### src/design/hmu_pkg.sv
// ----------------------------------------------------------------------------
// hmu_pkg
// Types and codes shared by the lock unit, its wait chain and its checker.
// ----------------------------------------------------------------------------
`default_nettype none

package hmu_pkg;

   localparam int OP_W     = 3;
   localparam int TID_W    = 4;
   localparam int STATUS_W = 4;
   localparam int NEST_W   = 8;
   localparam int WAIT_W   = 5;
   localparam int CONT_W   = 32;

   // Operation codes of a request.
   localparam logic [OP_W-1:0] OP_LOCK    = 3'd0;
   localparam logic [OP_W-1:0] OP_TRYLOCK = 3'd1;
   localparam logic [OP_W-1:0] OP_UNLOCK  = 3'd2;
   localparam logic [OP_W-1:0] OP_RLOCK   = 3'd3;
   localparam logic [OP_W-1:0] OP_RUNLOCK = 3'd4;

   // Status codes of a result.
   localparam logic [STATUS_W-1:0] ST_ACQUIRED   = 4'd0;
   localparam logic [STATUS_W-1:0] ST_NESTED     = 4'd1;
   localparam logic [STATUS_W-1:0] ST_QUEUED     = 4'd2;
   localparam logic [STATUS_W-1:0] ST_TRY_FAILED = 4'd3;
   localparam logic [STATUS_W-1:0] ST_FREED      = 4'd4;
   localparam logic [STATUS_W-1:0] ST_HANDED     = 4'd5;
   localparam logic [STATUS_W-1:0] ST_STILL_HELD = 4'd6;
   localparam logic [STATUS_W-1:0] ST_NOT_OWNER  = 4'd7;
   localparam logic [STATUS_W-1:0] ST_QUEUE_FULL = 4'd8;

   typedef logic [TID_W-1:0] tid_type;

   // Command broadcast along the wait chain.
   typedef struct packed {
      logic    push;
      logic    pop;
      tid_type tid;
   } chain_cmd_type;

endpackage

`default_nettype wire

### src/design/hmu_cell.sv
// ----------------------------------------------------------------------------
// hmu_cell
// One slot of the wait chain: holds the identity of one waiting task.
// ----------------------------------------------------------------------------
`default_nettype none

module hmu_cell (
   input  wire logic                  clock,
   input  wire hmu_pkg::chain_cmd_type cmd,
   input  wire logic                  tail_sel,
   input  wire hmu_pkg::tid_type      next_tid,
   output hmu_pkg::tid_type           tid
);

   hmu_pkg::tid_type tid_ff;
   hmu_pkg::tid_type tid_in;

   // A pop moves every slot one place towards the head; a push fills the
   // first free slot.
   always_comb begin
      tid_in = tid_ff;
      if (cmd.pop) begin
         tid_in = next_tid;
      end else if (cmd.push && tail_sel) begin
         tid_in = cmd.tid;
      end
   end

   always_ff @(posedge clock) begin
      tid_ff <= tid_in;
   end

   assign tid = tid_ff;

endmodule

`default_nettype wire

### src/design/hmu_wait_chain.sv
// ----------------------------------------------------------------------------
// hmu_wait_chain
// Row of cells forming the FIFO of waiting tasks, head at cell zero.
// ----------------------------------------------------------------------------
`default_nettype none

module hmu_wait_chain #(
   parameter int TASKS = 16
) (
   input  wire logic                         clock,
   input  wire hmu_pkg::chain_cmd_type        cmd,
   input  wire logic [$clog2(TASKS+1)-1:0]   fill,
   output hmu_pkg::tid_type                  head_tid
);

   localparam int FILL_W = $clog2(TASKS + 1);

   hmu_pkg::tid_type cell_tid [TASKS];

   for (genvar i = 0; i < TASKS; i++) begin : g_cell
      hmu_pkg::tid_type next_tid;
      logic             tail_sel;

      if (i < TASKS - 1) begin : g_inner
         assign next_tid = cell_tid[i+1];
      end else begin : g_last
         assign next_tid = cell_tid[i];
      end

      // The first free slot sits at the current fill level.
      assign tail_sel = (fill == FILL_W'(i));

      hmu_cell u_cell (
         .clock    (clock),
         .cmd      (cmd),
         .tail_sel (tail_sel),
         .next_tid (next_tid),
         .tid      (cell_tid[i])
      );
   end

   assign head_tid = cell_tid[0];

endmodule

`default_nettype wire

### src/design/fifo_handoff_mutex_unit.sv
// ----------------------------------------------------------------------------
// fifo_handoff_mutex_unit
// Lock unit for one recursive mutex with a first-in first-out wait queue.
// Each request carries an operation (lock, trylock, unlock, recursive lock,
// recursive unlock) and the identity of the requesting task, and gives
// exactly one result. A free lock is granted; a held lock places the
// requester at the tail of the wait queue and counts one contention, unless
// the queue is full. Releasing the lock hands it straight to the head waiter,
// reported as woken, or frees it. One request is taken in every clock cycle
// unless a result is stalled: the whole decision is made in the cycle of
// acceptance and the wait queue, a chain of TASKS cells that shift one place
// towards the head on a handover, moves in that same cycle. The result
// appears in an output register in the cycle after acceptance, and a new
// request is taken while that result waits as long as the result is taken
// in the same cycle. Parameters: TASKS sets the depth of the wait queue,
// COUNT_BITS the width of the nesting count, which saturates at all ones.
// ----------------------------------------------------------------------------
`default_nettype none

module fifo_handoff_mutex_unit #(
   parameter int TASKS      = 16,
   parameter int COUNT_BITS = 8
) (
   input  wire logic                              clock,
   input  wire logic                              reset,
   // Request channel
   input  wire logic                              req_valid,
   output logic                                   req_ready,
   input  wire logic [hmu_pkg::OP_W-1:0]          req_op,
   input  wire logic [hmu_pkg::TID_W-1:0]         req_task_id,
   // Result channel
   output logic                                   rsp_valid,
   input  wire logic                              rsp_ready,
   output logic [hmu_pkg::STATUS_W-1:0]           rsp_status,
   output logic                                   rsp_woken_valid,
   output logic [hmu_pkg::TID_W-1:0]              rsp_woken_task,
   output logic                                   rsp_held,
   output logic [hmu_pkg::TID_W-1:0]              rsp_owner_task,
   output logic [hmu_pkg::NEST_W-1:0]             rsp_nesting,
   output logic [hmu_pkg::WAIT_W-1:0]             rsp_waiter_count,
   output logic [hmu_pkg::CONT_W-1:0]             rsp_contentions
);

   localparam int FILL_W = $clog2(TASKS + 1);
   localparam logic [FILL_W-1:0]     FILL_FULL = FILL_W'(TASKS);
   localparam logic [COUNT_BITS-1:0] COUNT_MAX = '1;
   localparam logic [COUNT_BITS-1:0] COUNT_ONE = COUNT_BITS'(1);

   // Lock state.
   logic                          held_ff,  held_in;
   hmu_pkg::tid_type              owner_ff, owner_in;
   logic [COUNT_BITS-1:0]         hold_ff,  hold_in;
   logic [FILL_W-1:0]             fill_ff,  fill_in;
   logic [hmu_pkg::CONT_W-1:0]    cont_ff,  cont_in;

   // Output register.
   logic                          rsp_valid_ff,  rsp_valid_in;
   logic [hmu_pkg::STATUS_W-1:0]  rsp_status_ff, rsp_status_in;
   logic                          rsp_woken_valid_ff, rsp_woken_valid_in;
   hmu_pkg::tid_type              rsp_woken_task_ff,  rsp_woken_task_in;

   logic                          req_accept;
   logic                          is_owner;
   logic                          want_acquire;
   logic                          want_release;
   hmu_pkg::chain_cmd_type        chain_cmd;
   hmu_pkg::tid_type              head_tid;

   // The output register is free when empty or being emptied this cycle.
   assign req_ready  = !rsp_valid_ff || rsp_ready;
   assign req_accept = req_valid && req_ready;
   assign is_owner   = held_ff && (owner_ff == req_task_id);

   // Decision for the request at the port. Acquire and release are shared by
   // several operations, so the case statement only raises a flag for them.
   always_comb begin
      held_in       = held_ff;
      owner_in      = owner_ff;
      hold_in       = hold_ff;
      fill_in       = fill_ff;
      cont_in       = cont_ff;
      rsp_status_in = hmu_pkg::ST_NOT_OWNER;
      rsp_woken_valid_in = 1'b0;
      rsp_woken_task_in  = '0;
      want_acquire  = 1'b0;
      want_release  = 1'b0;
      chain_cmd.push = 1'b0;
      chain_cmd.pop  = 1'b0;
      chain_cmd.tid  = req_task_id;

      case (req_op)
         hmu_pkg::OP_LOCK: begin
            want_acquire = 1'b1;
         end
         hmu_pkg::OP_TRYLOCK: begin
            if (!held_ff) begin
               want_acquire = 1'b1;
            end else begin
               rsp_status_in = hmu_pkg::ST_TRY_FAILED;
            end
         end
         hmu_pkg::OP_UNLOCK: begin
            // A plain unlock by the owner releases every nesting level.
            want_release = is_owner;
         end
         hmu_pkg::OP_RLOCK: begin
            if (is_owner) begin
               if (hold_ff < COUNT_MAX) begin
                  hold_in = hold_ff + COUNT_ONE;
               end
               rsp_status_in = hmu_pkg::ST_NESTED;
            end else begin
               want_acquire = 1'b1;
            end
         end
         hmu_pkg::OP_RUNLOCK: begin
            if (is_owner) begin
               if (hold_ff > COUNT_ONE) begin
                  hold_in       = hold_ff - COUNT_ONE;
                  rsp_status_in = hmu_pkg::ST_STILL_HELD;
               end else begin
                  want_release = 1'b1;
               end
            end
         end
         default: begin
            // Unknown operations leave everything unchanged.
         end
      endcase

      if (want_acquire) begin
         if (!held_ff) begin
            held_in       = 1'b1;
            owner_in      = req_task_id;
            hold_in       = COUNT_ONE;
            rsp_status_in = hmu_pkg::ST_ACQUIRED;
         end else if (fill_ff == FILL_FULL) begin
            // A full queue turns the requester away without counting it.
            rsp_status_in = hmu_pkg::ST_QUEUE_FULL;
         end else begin
            chain_cmd.push = 1'b1;
            fill_in        = fill_ff + FILL_W'(1);
            cont_in        = cont_ff + 32'd1;
            rsp_status_in  = hmu_pkg::ST_QUEUED;
         end
      end

      if (want_release) begin
         if (fill_ff != '0) begin
            // Ownership passes directly to the oldest waiter.
            chain_cmd.pop      = 1'b1;
            owner_in           = head_tid;
            hold_in            = COUNT_ONE;
            fill_in            = fill_ff - FILL_W'(1);
            rsp_woken_valid_in = 1'b1;
            rsp_woken_task_in  = head_tid;
            rsp_status_in      = hmu_pkg::ST_HANDED;
         end else begin
            held_in       = 1'b0;
            owner_in      = '0;
            hold_in       = '0;
            rsp_status_in = hmu_pkg::ST_FREED;
         end
      end

      // The queue only moves for a request that is actually taken.
      if (!req_accept) begin
         chain_cmd.push = 1'b0;
         chain_cmd.pop  = 1'b0;
      end
   end

   always_comb begin
      if (req_accept) begin
         rsp_valid_in = 1'b1;
      end else if (rsp_ready) begin
         rsp_valid_in = 1'b0;
      end else begin
         rsp_valid_in = rsp_valid_ff;
      end
   end

   hmu_wait_chain #(
      .TASKS (TASKS)
   ) u_wait_chain (
      .clock    (clock),
      .cmd      (chain_cmd),
      .fill     (fill_ff),
      .head_tid (head_tid)
   );

   always_ff @(posedge clock) begin
      if (reset) begin
         held_ff      <= 1'b0;
         owner_ff     <= '0;
         hold_ff      <= '0;
         fill_ff      <= '0;
         cont_ff      <= '0;
         rsp_valid_ff <= 1'b0;
      end else begin
         rsp_valid_ff <= rsp_valid_in;
         if (req_accept) begin
            held_ff  <= held_in;
            owner_ff <= owner_in;
            hold_ff  <= hold_in;
            fill_ff  <= fill_in;
            cont_ff  <= cont_in;
         end
      end
   end

   // Result payload; the state fields show the state after the request.
   logic                          rsp_held_ff;
   hmu_pkg::tid_type              rsp_owner_ff;
   logic [hmu_pkg::NEST_W-1:0]    rsp_nesting_ff;
   logic [hmu_pkg::WAIT_W-1:0]    rsp_waiter_ff;
   logic [hmu_pkg::CONT_W-1:0]    rsp_cont_ff;

   always_ff @(posedge clock) begin
      if (req_accept) begin
         rsp_status_ff      <= rsp_status_in;
         rsp_woken_valid_ff <= rsp_woken_valid_in;
         rsp_woken_task_ff  <= rsp_woken_task_in;
         rsp_held_ff        <= held_in;
         rsp_owner_ff       <= owner_in;
         rsp_nesting_ff     <= hmu_pkg::NEST_W'(hold_in);
         rsp_waiter_ff      <= hmu_pkg::WAIT_W'(fill_in);
         rsp_cont_ff        <= cont_in;
      end
   end

   assign rsp_valid        = rsp_valid_ff;
   assign rsp_status       = rsp_status_ff;
   assign rsp_woken_valid  = rsp_woken_valid_ff;
   assign rsp_woken_task   = rsp_woken_task_ff;
   assign rsp_held         = rsp_held_ff;
   assign rsp_owner_task   = rsp_owner_ff;
   assign rsp_nesting      = rsp_nesting_ff;
   assign rsp_waiter_count = rsp_waiter_ff;
   assign rsp_contentions  = rsp_cont_ff;

endmodule

`default_nettype wire

### config.mk
export PLATFORM = sky130hd
export DESIGN_NAME = fifo_handoff_mutex_unit
export DESIGN_NICKNAME = d
export VERILOG_FILES = /design/src/design/hmu_pkg.sv /design/src/design/hmu_cell.sv /design/src/design/hmu_wait_chain.sv /design/src/design/fifo_handoff_mutex_unit.sv
export SDC_FILE = /design/constraint.sdc
export NUM_CORES = 1
export LEC_CHECK = 0
export ABC_AREA = 1
export BUFFER_PORTS_ARGS = -buffer_cell sky130_fd_sc_hd__buf_2
export CAP_MARGIN = 20
export CORE_MARGIN = 10
export CORE_UTILIZATION = 30
export DETAILED_ROUTE_END_ITERATION = 16
export PLACE_DENSITY = 0.51
export REMOVE_ABC_BUFFERS = 1
export SYNTH_ARGS = -nofsm -noshare
export SYNTH_HDL_FRONTEND = slang
export SYNTH_SLANG_ARGS = --single-unit
### constraint.sdc
create_clock -name clock -period 3.7 [get_ports clock]
set_input_delay 0.185 -clock clock [delete_from_list [all_inputs] [get_ports clock]]
set_output_delay 0.185 -clock clock [all_outputs]
set_load 0.005 [all_outputs]
==> results of run 1 <==
Yosys cell counts, types with 5 or more instances:
master / n / area (sq um)
nand2_1: 305 / 1140
inv_1: 147 / 552
nand3_1: 143 / 716
edfxtp_1: 123 / 3690
o21ai_0: 66 / 330
a21oi_1: 62 / 310
nor2_1: 54 / 203
dfxtp_1: 51 / 1020
nand4_1: 31 / 194
clkbuf_1: 23 / 86.3
xor2_1: 16 / 140
buf_2: 12 / 60.1
buf_6: 11 / 124
nor3_1: 11 / 55.1
ha_1: 10 / 125
o211ai_1: 8 / 60.1
inv_2: 6 / 22.5
o21ai_1: 6 / 30.0
nand2_2: 5 / 31.3
nand2_8: 5 / 100
nor2_2: 5 / 31.3
state kept, by name (all words and copies together), names as in the netlist:
register / count
fill_ff: 5
rsp_owner_task: 4
rsp_nesting: 8
rsp_waiter_count: 5
cont_ff: 32
held_ff: 1
hold_ff: 8
rsp_held: 1
rsp_woken_task: 4
u_wait_chain.g_cell.u_cell.tid: 64
owner_ff: 4
rsp_valid: 1
rsp_contentions: 32
rsp_status: 4
rsp_woken_valid: 1
worst min-delay path by stage:
stage / start / end / slack, ps / cells after the start
after detailed placement: req_task_id[3] / u_wait_chain.g_cell[15].u_cell.tid[3]$_DFFE_PP_ / 490 / 1
after global routing: req_task_id[3] / u_wait_chain.g_cell[15].u_cell.tid[3]$_DFFE_PP_ / 50 / 1
after global placement: req_task_id[3] / u_wait_chain.g_cell[15].u_cell.tid[3]$_DFFE_PP_ / 490 / 1
after CTS: req_task_id[3] / u_wait_chain.g_cell[15].u_cell.tid[3]$_DFFE_PP_ / 40 / 1
after floorplan: reset / rsp_valid$_SDFFE_PP0P_ / 250 / 1
final: req_task_id[3] / u_wait_chain.g_cell[15].u_cell.tid[3]$_DFFE_PP_ / 60 / 1
layer usage:
layer  GRT usage  vias up
met4      0.0351        0
met1       0.173     3553
met3      0.0232       15
met2       0.200      195
met5           0        -
li1            -     3842
kinds of logic (layout without fill, tap and decap cells):
group,Yosys count,count (layout)
AO/OA/AOI/OAI,150,150
adder cells (fa/ha/maj),10,10
buffers and inverters,205,269
flip-flops,174,174
AND/OR/NAND/NOR,569,569
XOR/XNOR,19,19
power groups by stage:
stage                     logic [mW]  registers (mW)  clock network [mW]
after CTS                      0.588            2.27                1.84
after detailed placement       0.584            2.31                   0
after global routing           0.662            2.28                1.93
final                          0.580            2.27                1.81
after global placement         0.587            2.31                   0
after floorplan                0.359            2.31                   0
cell type report:
type                    count  share of cell area
well taps                 396              0.0472
clock inverters            15              0.0155
inverters                 155              0.0564
flip-flops and latches    174               0.449
clock buffers              17              0.0405
repair buffers             82              0.0417
multi-input cells         748               0.349
==> flow_metrics.env, run 1 <==
export IMPL_status="finished clean"
export IMPL_switching_share=0.274
export IMPL_dr_pass1_iters=5
export IMPL_cp_endpoint="owner_ff[1]$_SDFFE_PP0P_"
export IMPL_grt_usage=0.127
export IMPL_fill_cells=3186
export IMPL_port_buffers=71
export IMPL_ios=72
export IMPL_drc=0
export IMPL_cp_depth=13
export IMPL_max_freq_mhz=347
export IMPL_layoutNonFillerInstCount=1587
export IMPL_leakagePower_nw=4.52
export IMPL_syn_area_sq_mm=0.00926
export IMPL_nNetsFinal=1199
export IMPL_vias_per_cell=4.79
export IMPL_synthCells=1127
export IMPL_async_flop_share=0
export IMPL_grt_overflow_total=0
export IMPL_intPower_mw=3.38
export IMPL_synth_warnings=0
export IMPL_design_area_sq_mm=0.0105
export IMPL_startpoint="hold_ff[0]$_SDFFE_PP0P_"
export IMPL_synth_cell_type_count=36
export IMPL_critical_path_startpoint_type="flip-flop"
export IMPL_wl_per_cell_um=15.5
export IMPL_cts_sinks=174
export IMPL_cpMaxStageDelayCell="inv_2"
export IMPL_slew_violations=0
export IMPL_cp_required_ps=4070
export IMPL_drtIter0Drc=547
export IMPL_cts_setup_buffers=0
export IMPL_crit_type="flip-flop to flip-flop"
export IMPL_rrSetupSlack_ps=820
export IMPL_hold_viol=0
export IMPL_grt_pass1_vias=7224
export IMPL_mostFrequentLayoutCells="304 x nand2_1, 147 x inv_1, 143 x nand3_1"
export IMPL_die_area_sq_mm=0.0383
export IMPL_synth_compound_area_frac=0.0867
export IMPL_cellPowerDensity_mw_per_mm2=444
export IMPL_antenna_found_initial=0
export IMPL_ys_flop_type="edfxtp_1"
export IMPL_period_share=0.779
export IMPL_rows=64
export IMPL_antenna_left=0
export IMPL_setup_tns_final_ps=0
export IMPL_cts_tree="yes"
export IMPL_synth_edf_count=123
export IMPL_grt_pass1_wl_mm=39.6
export IMPL_synthAdderAreaFrac=0.0135
export IMPL_synth_simple_area_share=0.278
export IMPL_placedInstanceArea_sq_mm=0.00991
export IMPL_setup_ws_ps=818
export IMPL_total_power_mw=4.65
export IMPL_final_util=0.344
export IMPL_place_ws_ps=848
export IMPL_syn_mean_instance_area_sq_um=8.22
export IMPL_critical_path_max_stage_delay_ps=440
export IMPL_yosysSeqAreaShare=0.509
export IMPL_cap_violations=0
export IMPL_pwr_share_clk=0.388
export IMPL_path_clk_slew_ps=70
export IMPL_clk_latency_ps=430
export IMPL_cp_max_fo=37
export IMPL_cp_end_kind="flip-flop"
export IMPL_dp_cells=1555
export IMPL_final_seq_area_sq_mm=0.00471
export IMPL_r2r_start="hold_ff[0]$_SDFFE_PP0P_"
export IMPL_postCtsHoldBufs=0
export IMPL_wl_met3_mm=1.24
export IMPL_p_sw_mw=1.27
export IMPL_min_path_type="primary input to flip-flop"
export IMPL_reg2regPathDepth=13
export IMPL_cts_buffers=17
export IMPL_worstPathArrival_ps=3250
export IMPL_r2r_end="owner_ff[1]$_SDFFE_PP0P_"
export IMPL_top_layer="met4"
export IMPL_ys_ff_latch=174
export IMPL_initial_core_util=0.304
export IMPL_synthToLayoutAreaGrowth_pct=13.3
export IMPL_place_gp_congestion=0.875
export IMPL_hold_slack_ps=57.2
export IMPL_clk_path_buf_depth=2
export IMPL_fin_skew_ps=14.2
export IMPL_synth_top_family_by_area="simple AND/OR/NAND/NOR gates"
export IMPL_worst_pin_slew_ps=836
export IMPL_worstPathBufferInverterCount=4
export IMPL_finalSetupViolCount=0
export IMPL_grt_max_degree=80
export IMPL_relSlewSlack=0.440
export IMPL_core_area_sq_mm=0.0305
export IMPL_wirelength_mm=24.6
export IMPL_synth_xor_area_frac=0.0180
export IMPL_multiInputGateArea_sq_mm=0.00367
export IMPL_ir_worst_vdd_uv=294
export IMPL_post_dp_hpwl_mm=17.0
export IMPL_dr_wl_met2_mm=11.1
export IMPL_drive_gt1_frac=0.122
export IMPL_path_cells="inv_1 > ha_1 > nand2_2 > a21oi_4 > nand2_1 > nand2_1 > nand4_1 > inv_2 > buf_4 > nand2_1 > nand3_1 > nand2_1 > inv_1"
export IMPL_fp_dieH_um=196
export IMPL_synthMuxAreaShare=0
export IMPL_crit_family="buffers and inverters"
export IMPL_rsz0062_at_grt="no"
export IMPL_diodes=0
export IMPL_power_share_combinational=0.125
export IMPL_ctsResizeCount=0
export IMPL_finalCriticalPeriod_ps=2880
export IMPL_dieWidth_um=196
export IMPL_drt_met1_wl_mm=12.0
export IMPL_mostFrequentLayoutCell="nand2_1"
export IMPL_seqPwrFrac=0.487
export IMPL_vias=7605
export IMPL_cpMostUsedCell="nand2_1"
export IMPL_cts_root_buf="clkbuf_16"
export IMPL_htreeDepth=4
Note: power is estimated with default switching activity, not from simulation.
==> run 2: changes to the inputs <==
--- a/config.mk
+++ b/config.mk
@@ -5,13 +5,13 @@
 export SDC_FILE = /design/constraint.sdc
 export NUM_CORES = 1
 export LEC_CHECK = 0
-export ABC_AREA = 1
+export ABC_AREA = 0
 export BUFFER_PORTS_ARGS = -buffer_cell sky130_fd_sc_hd__buf_2
 export CAP_MARGIN = 20
 export CORE_MARGIN = 10
 export CORE_UTILIZATION = 30
 export DETAILED_ROUTE_END_ITERATION = 16
-export PLACE_DENSITY = 0.51
+export PLACE_DENSITY = 0.52
 export REMOVE_ABC_BUFFERS = 1
 export SYNTH_ARGS = -nofsm -noshare
 export SYNTH_HDL_FRONTEND = slang
==> constraint.sdc (replaced) <==
create_clock -name clock -period 2.6 [get_ports clock]
set_input_delay 0.13 -clock clock [delete_from_list [all_inputs] [get_ports clock]]
set_output_delay 0.13 -clock clock [all_outputs]
set_load 0.005 [all_outputs]
==> run 2 against run 1 <==
- area after synthesis decreased by 7.6%
- non-clock buffer count grew 51
- core utilization rose by 2.6 points
- count of clock-buffer cells in the layout is the same
- maximum frequency grew 18%
- global-route usage fell by 0.14 points
- power rose by 33%
- cell area fell by 1.5%
- hold slack worse by 39 ps
- critical endpoint is now rsp_waiter_count[2]$_DFFE_PP_
- die area shrank 6.8%
- combinational power is 29% lower
- largest cell class unchanged
- setup slack got worse by 670 ps
==> flow_metrics.env, run 2 <==
export IMPL_mostFrequentLayoutCell="edfxtp_1"
export IMPL_slew_violations=0
export IMPL_grt_pass1_wl_mm=36.1
export IMPL_synthToLayoutAreaGrowth_pct=20.8
export IMPL_seqPwrFrac=0.491
export IMPL_clk_latency_ps=430
export IMPL_startpoint="hold_ff[1]$_SDFFE_PP0P_"
export IMPL_total_power_mw=6.20
export IMPL_drtIter0Drc=595
export IMPL_synthCells=787
export IMPL_reg2regPathDepth=9
export IMPL_core_area_sq_mm=0.0279
export IMPL_crit_type="flip-flop to flip-flop"
export IMPL_pwr_share_clk=0.443
export IMPL_setup_ws_ps=150
export IMPL_die_area_sq_mm=0.0357
export IMPL_hold_viol=0
export IMPL_final_util=0.370
export IMPL_wirelength_mm=22.2
export IMPL_yosysSeqAreaShare=0.551
export IMPL_dieWidth_um=189
export IMPL_vias=6376
export IMPL_intPower_mw=4.73
export IMPL_drive_gt1_frac=0.210
export IMPL_port_buffers=71
export IMPL_max_freq_mhz=408
export IMPL_worst_pin_slew_ps=683
export IMPL_cellPowerDensity_mw_per_mm2=600
export IMPL_antenna_found_initial=1
export IMPL_status="finished clean"
export IMPL_synth_area_leader_cell="edfxtp_1"
export IMPL_synth_warnings=0
export IMPL_grt_overflow_total=0
export IMPL_synth_top_area_share=0.432
export IMPL_synth_edf_count=123
export IMPL_finalSetupViolCount=0
export IMPL_wl_per_cell_um=17.4
export IMPL_ys_flop_type="edfxtp_1"
export IMPL_fp_dieH_um=189
export IMPL_largest_register_ffs=64
export IMPL_mostFrequentLayoutCells="123 x edfxtp_1, 71 x buf_2, 68 x a21o_1"
export IMPL_vias_per_cell=4.99
export IMPL_rsz0062_at_grt="no"
export IMPL_ir_worst_vdd_uv=458
export IMPL_grt_max_degree=60
export IMPL_synth_most_common_cell="edfxtp_1"
export IMPL_critical_path_startpoint_type="flip-flop"
export IMPL_htreeDepth=4
export IMPL_synthTopCellsByCount="123 x edfxtp_1, 68 x a21o_1, 65 x nor2_1"
export IMPL_cts_root_buf="clkbuf_16"
export IMPL_async_flop_share=0
export IMPL_relSlewSlack=0.543
export IMPL_syn_mean_instance_area_sq_um=10.9
export IMPL_syn_area_sq_mm=0.00856
export IMPL_synth_area_top_cells="edfxtp_1 43%, dfxtp_1 12%, a21o_1 6.0%, xnor2_1 4.5%, nor2_1 2.9%"
export IMPL_nNetsFinal=906
export IMPL_ios=72
export IMPL_cp_end_kind="flip-flop"
export IMPL_place_gp_congestion=0.856
export IMPL_fin_skew_ps=10.9
export IMPL_worstPathArrival_ps=2630
export IMPL_min_path_cells=3
export IMPL_clk_path_buf_depth=2
export IMPL_min_path_type="primary input to flip-flop"
export IMPL_post_dp_hpwl_mm=15.3
export IMPL_ys_ff_latch=174
export IMPL_cts_tree="yes"
export IMPL_cts_buffers=17
export IMPL_finalCriticalPeriod_ps=2450
export IMPL_leakagePower_nw=4.03
export IMPL_grt_usage=0.125
export IMPL_grt_pass1_vias=6420
export IMPL_r2r_start="hold_ff[1]$_SDFFE_PP0P_"
export IMPL_layoutNonFillerInstCount=1277
export IMPL_period_share=0.942
export IMPL_initial_core_util=0.306
export IMPL_antenna_left=0
export IMPL_switching_share=0.238
export IMPL_dp_cells=1239
export IMPL_rows=61
export IMPL_hold_start="rsp_ready"
export IMPL_dr_pass1_iters=6
export IMPL_power_share_combinational=0.066
export IMPL_cts_setup_buffers=0
export IMPL_cts_sinks=174
export IMPL_cp_max_fo=9
export IMPL_drc=0
export IMPL_p_sw_mw=1.47
export IMPL_synth_cell_type_count=78
export IMPL_path_clk_slew_ps=70
export IMPL_cap_violations=0
export IMPL_cp_required_ps=2780
export IMPL_place_ws_ps=163
-- run 2: final cells by class --
| type | count | area [sq um] |
|---|---|---|
| fillers | 2831 | 17600 |
| flip-flops and latches | 174 | 4710 |
| multi-input cells | 536 | 3570 |
| repair buffers | 133 | 858 |
| well taps | 378 | 473 |
| clock buffers | 17 | 425 |
| clock inverters | 15 | 203 |
| inverters | 23 | 87.6 |
| diodes | 1 | 2.50 |
-- run 2: through the flow --
stage               hold slack (ps)  cell area [sq um]  setup TNS, ps
floorplan                       199               8340        -492650
finish                         18.7              10300              0
CTS                            3.49              10300              0
global placement                374               9650              0
global route                   26.3              10300              0
detailed placement              369               9650              0
-- run 2: critical path, cell delays in order, from the launching register on --
cell and delay [ps]:
dfxtp_1 430, inv_1 110, ha_1 260, or2_2 350
nand4_2 210, a211oi_4 90, nand2_2 120, inv_2 130
or3_1 390, o31a_1 120
-- run 2: logic make-up after synthesis --
kind of cell	synth area share
muxes	0.0121
xor gates and xnor gates	0.0665
and+or+nand+nor	0.165
buffers and inverters	0.0355
AOI/OAI and AO/OA	0.154
DFF	0.551
adders and majority gates	0.0158
-- run 2: metal layers --
metal,part of all wire,global-route usage
met1,0.49,0.173
met2,0.44,0.190
met3,0.055,0.0300
met4,0.013,0.0382
met5,0,0
-- run 2: timing repair --
item / in CTS / in global routing
setup endpoints to repair: 0 / 11
endpoints found under the hold margin: 5 / 0
hold buffers: 5 / 0
resized for setup: 0 / 2
-- run 2: power by group through the flow --
stage          Sequential, mW  Combinational [mW]  Clock, mW
2_1_floorplan            3.12               0.192          0
3_3_place_gp             3.11               0.407          0
3_5_place_dp             3.11               0.407          0
4_1_cts                  3.05               0.415       2.80
5_1_grt                  3.05               0.457       2.91
6_report                 3.05               0.412       2.75
-- run 2: worst paths after layout --
| check | to | slack, ps |
|---|---|---|
| max reg2reg | rsp_waiter_count[2]$_DFFE_PP_ | 150 |
| max | rsp_waiter_count[2]$_DFFE_PP_ | 150 |
| min reg2reg | owner_ff[3]$_SDFFE_PP0P_ | 490 |
| min | rsp_valid$_SDFFE_PP0P_ | 20 |
==> run 3: changes to the inputs <==
--- a/config.mk
+++ b/config.mk
@@ -8,11 +8,12 @@
 export ABC_AREA = 0
 export BUFFER_PORTS_ARGS = -buffer_cell sky130_fd_sc_hd__buf_2
 export CAP_MARGIN = 20
-export CORE_MARGIN = 10
 export CORE_UTILIZATION = 30
 export DETAILED_ROUTE_END_ITERATION = 16
+export HOLD_SLACK_MARGIN = 0.03
 export PLACE_DENSITY = 0.52
 export REMOVE_ABC_BUFFERS = 1
+export SKIP_LAST_GASP = 1
 export SYNTH_ARGS = -nofsm -noshare
 export SYNTH_HDL_FRONTEND = slang
 export SYNTH_SLANG_ARGS = --single-unit
==> run 3 against run 2 <==
- register-to-register slack barely moved
- count of clock-buffer cells in the layout rose by 3
- largest power group unchanged
- non-clock buffer count rose by 5
- via count fell by 0.24%
- clock power fell by 7%
- setup slack improved by 2.5 ps
- critical path depth did not move
==> flow_metrics.env, run 3 (synthesis results as in run 2) <==
export IMPL_status="finished clean"
export IMPL_leakagePower_nw=4.04
export IMPL_vias=6361
export IMPL_rsz0062_at_grt="no"
export IMPL_place_ws_ps=15.8
export IMPL_max_freq_mhz=409
export IMPL_total_power_mw=6.02
export IMPL_cts_sinks=174
export IMPL_vias_per_cell=4.97
export IMPL_wl_per_cell_um=16.6
export IMPL_fin_skew_ps=10.4
export IMPL_initial_core_util=0.306
export IMPL_setup_ws_ps=152
export IMPL_min_path_type="primary input to flip-flop"
export IMPL_cts_tree="yes"
export IMPL_clk_path_buf_depth=2
export IMPL_cp_end_kind="flip-flop"
export IMPL_setup_tns_final_ps=0
export IMPL_finalSetupViolCount=0
export IMPL_layoutNonFillerInstCount=1281
export IMPL_worst_pin_slew_ps=641
export IMPL_ios=72
export IMPL_grt_usage=0.152
export IMPL_ir_worst_vdd_uv=361
export IMPL_grt_overflow_total=0
export IMPL_cp_max_fo=8
export IMPL_drtIter0Drc=465
export IMPL_place_gp_congestion=0.890
export IMPL_cts_setup_buffers=0
export IMPL_hold_start="reset"
export IMPL_critical_path_startpoint_type="primary input"
export IMPL_fill_cells=2826
export IMPL_post_dp_hpwl_mm=14.5
export IMPL_cp_required_ps=2760
export IMPL_startpoint="req_task_id[3]"
export IMPL_grt_max_degree=45
export IMPL_dp_cells=1242
export IMPL_finalCriticalPeriod_ps=2450
export IMPL_die_area_sq_mm=0.0292
export IMPL_worstPathArrival_ps=2610
export IMPL_slew_violations=0
export IMPL_antenna_left=0
export IMPL_mostFrequentLayoutCells="123 x edfxtp_1, 71 x buf_2, 68 x a21o_1"
export IMPL_period_share=0.941
export IMPL_drc=0
export IMPL_cellPowerDensity_mw_per_mm2=583
export IMPL_nNetsFinal=911
export IMPL_htreeDepth=4
export IMPL_final_seq_area_sq_mm=0.00472
export IMPL_fp_dieH_um=171
export IMPL_relSlewSlack=0.571
export IMPL_mostFrequentLayoutCell="edfxtp_1"
export IMPL_rows=61
export IMPL_hold_viol=0
export IMPL_clk_latency_ps=430
export IMPL_multiInputGateArea_sq_mm=0.00357
export IMPL_cts_buffers=17
export IMPL_cap_violations=0
export IMPL_drive_gt1_frac=0.212
export IMPL_wirelength_mm=21.3
export IMPL_synthToLayoutAreaGrowth_pct=20.8
export IMPL_port_buffers=71
export IMPL_crit_type="primary input to flip-flop"
export IMPL_r2r_start="hold_ff[0]$_SDFFE_PP0P_"
export IMPL_diodes=0
export IMPL_grt_pass1_vias=6057
export IMPL_final_util=0.370
export IMPL_largest_register_ffs=64
export IMPL_core_area_sq_mm=0.0279
export IMPL_grt_pass1_wl_mm=33.9
export IMPL_path_clk_slew_ps=70
export IMPL_antenna_found_initial=0
export IMPL_cts_root_buf="clkbuf_16"
export IMPL_dr_pass1_iters=5
export IMPL_dieWidth_um=171
==> run 3: worst paths after layout <==
kind,end,slack (ps),depth (start not counted)
min reg2reg,cont_ff[31]$_SDFFE_PP0P_,490,2
max,u_wait_chain.g_cell[10].u_cell.tid[1]$_DFFE_PP_,150,9
min,cont_ff[6]$_SDFFE_PP0P_,100,2
max reg2reg,rsp_waiter_count[2]$_DFFE_PP_,160,9
==> run 3: area by class of cell <==
class	count	area share
Timing Repair Buffer	138	0.0869
Inverter	23	0.00847
Multi-Input combinational cell	536	0.345
Clock inverter	12	0.0121
Clock buffer	20	0.0453
Sequential cell	174	0.456
Tap cell	378	0.0458
==> run 3: worst max-delay path, cell delays in order <==
cell           delay (ps)
dlygate4sd3_1         530
buf_2                 160
xnor2_1               200
nand3_1               350
buf_4                 290
o311ai_4              370
nor2_1                 90
buf_4                 170
a41o_1                320
==> run 3: timing repair <==
| item | CTS | global route |
|---|---|---|
| hold buffers | 6 | 0 |
| gates resized for setup | 0 | 1 |
| endpoints found under the setup margin | 0 | 1 |
| endpoints found under the hold margin | 5 | 0 |
==> run 3: power breakdown <==
| group | switching (mW) | internal, mW |
|---|---|---|
| logic | 0.248 | 0.155 |
| registers | 0.0228 | 3.02 |
| clock network | 1.15 | 1.43 |
==> run 3: stage by stage <==
| stage | area, sq um | hold slack, ps |
|---|---|---|
| finish | 10300 | 99.4 |
| global route | 10300 | 108 |
| CTS | 10300 | 84.0 |
| detailed placement | 9670 | 387 |
| global placement | 9670 | 379 |
| floorplan | 8340 | 199 |
==> run 3: routing by layer <==
layer / vias up / track usage / wire length [um]
li1: 3105 / - / -
met1: 3095 / 0.215 / 10700
met2: 145 / 0.232 / 9340
met3: 16 / 0.0342 / 989
met4: 0 / 0.0415 / 219
met5: - / 0 / 0
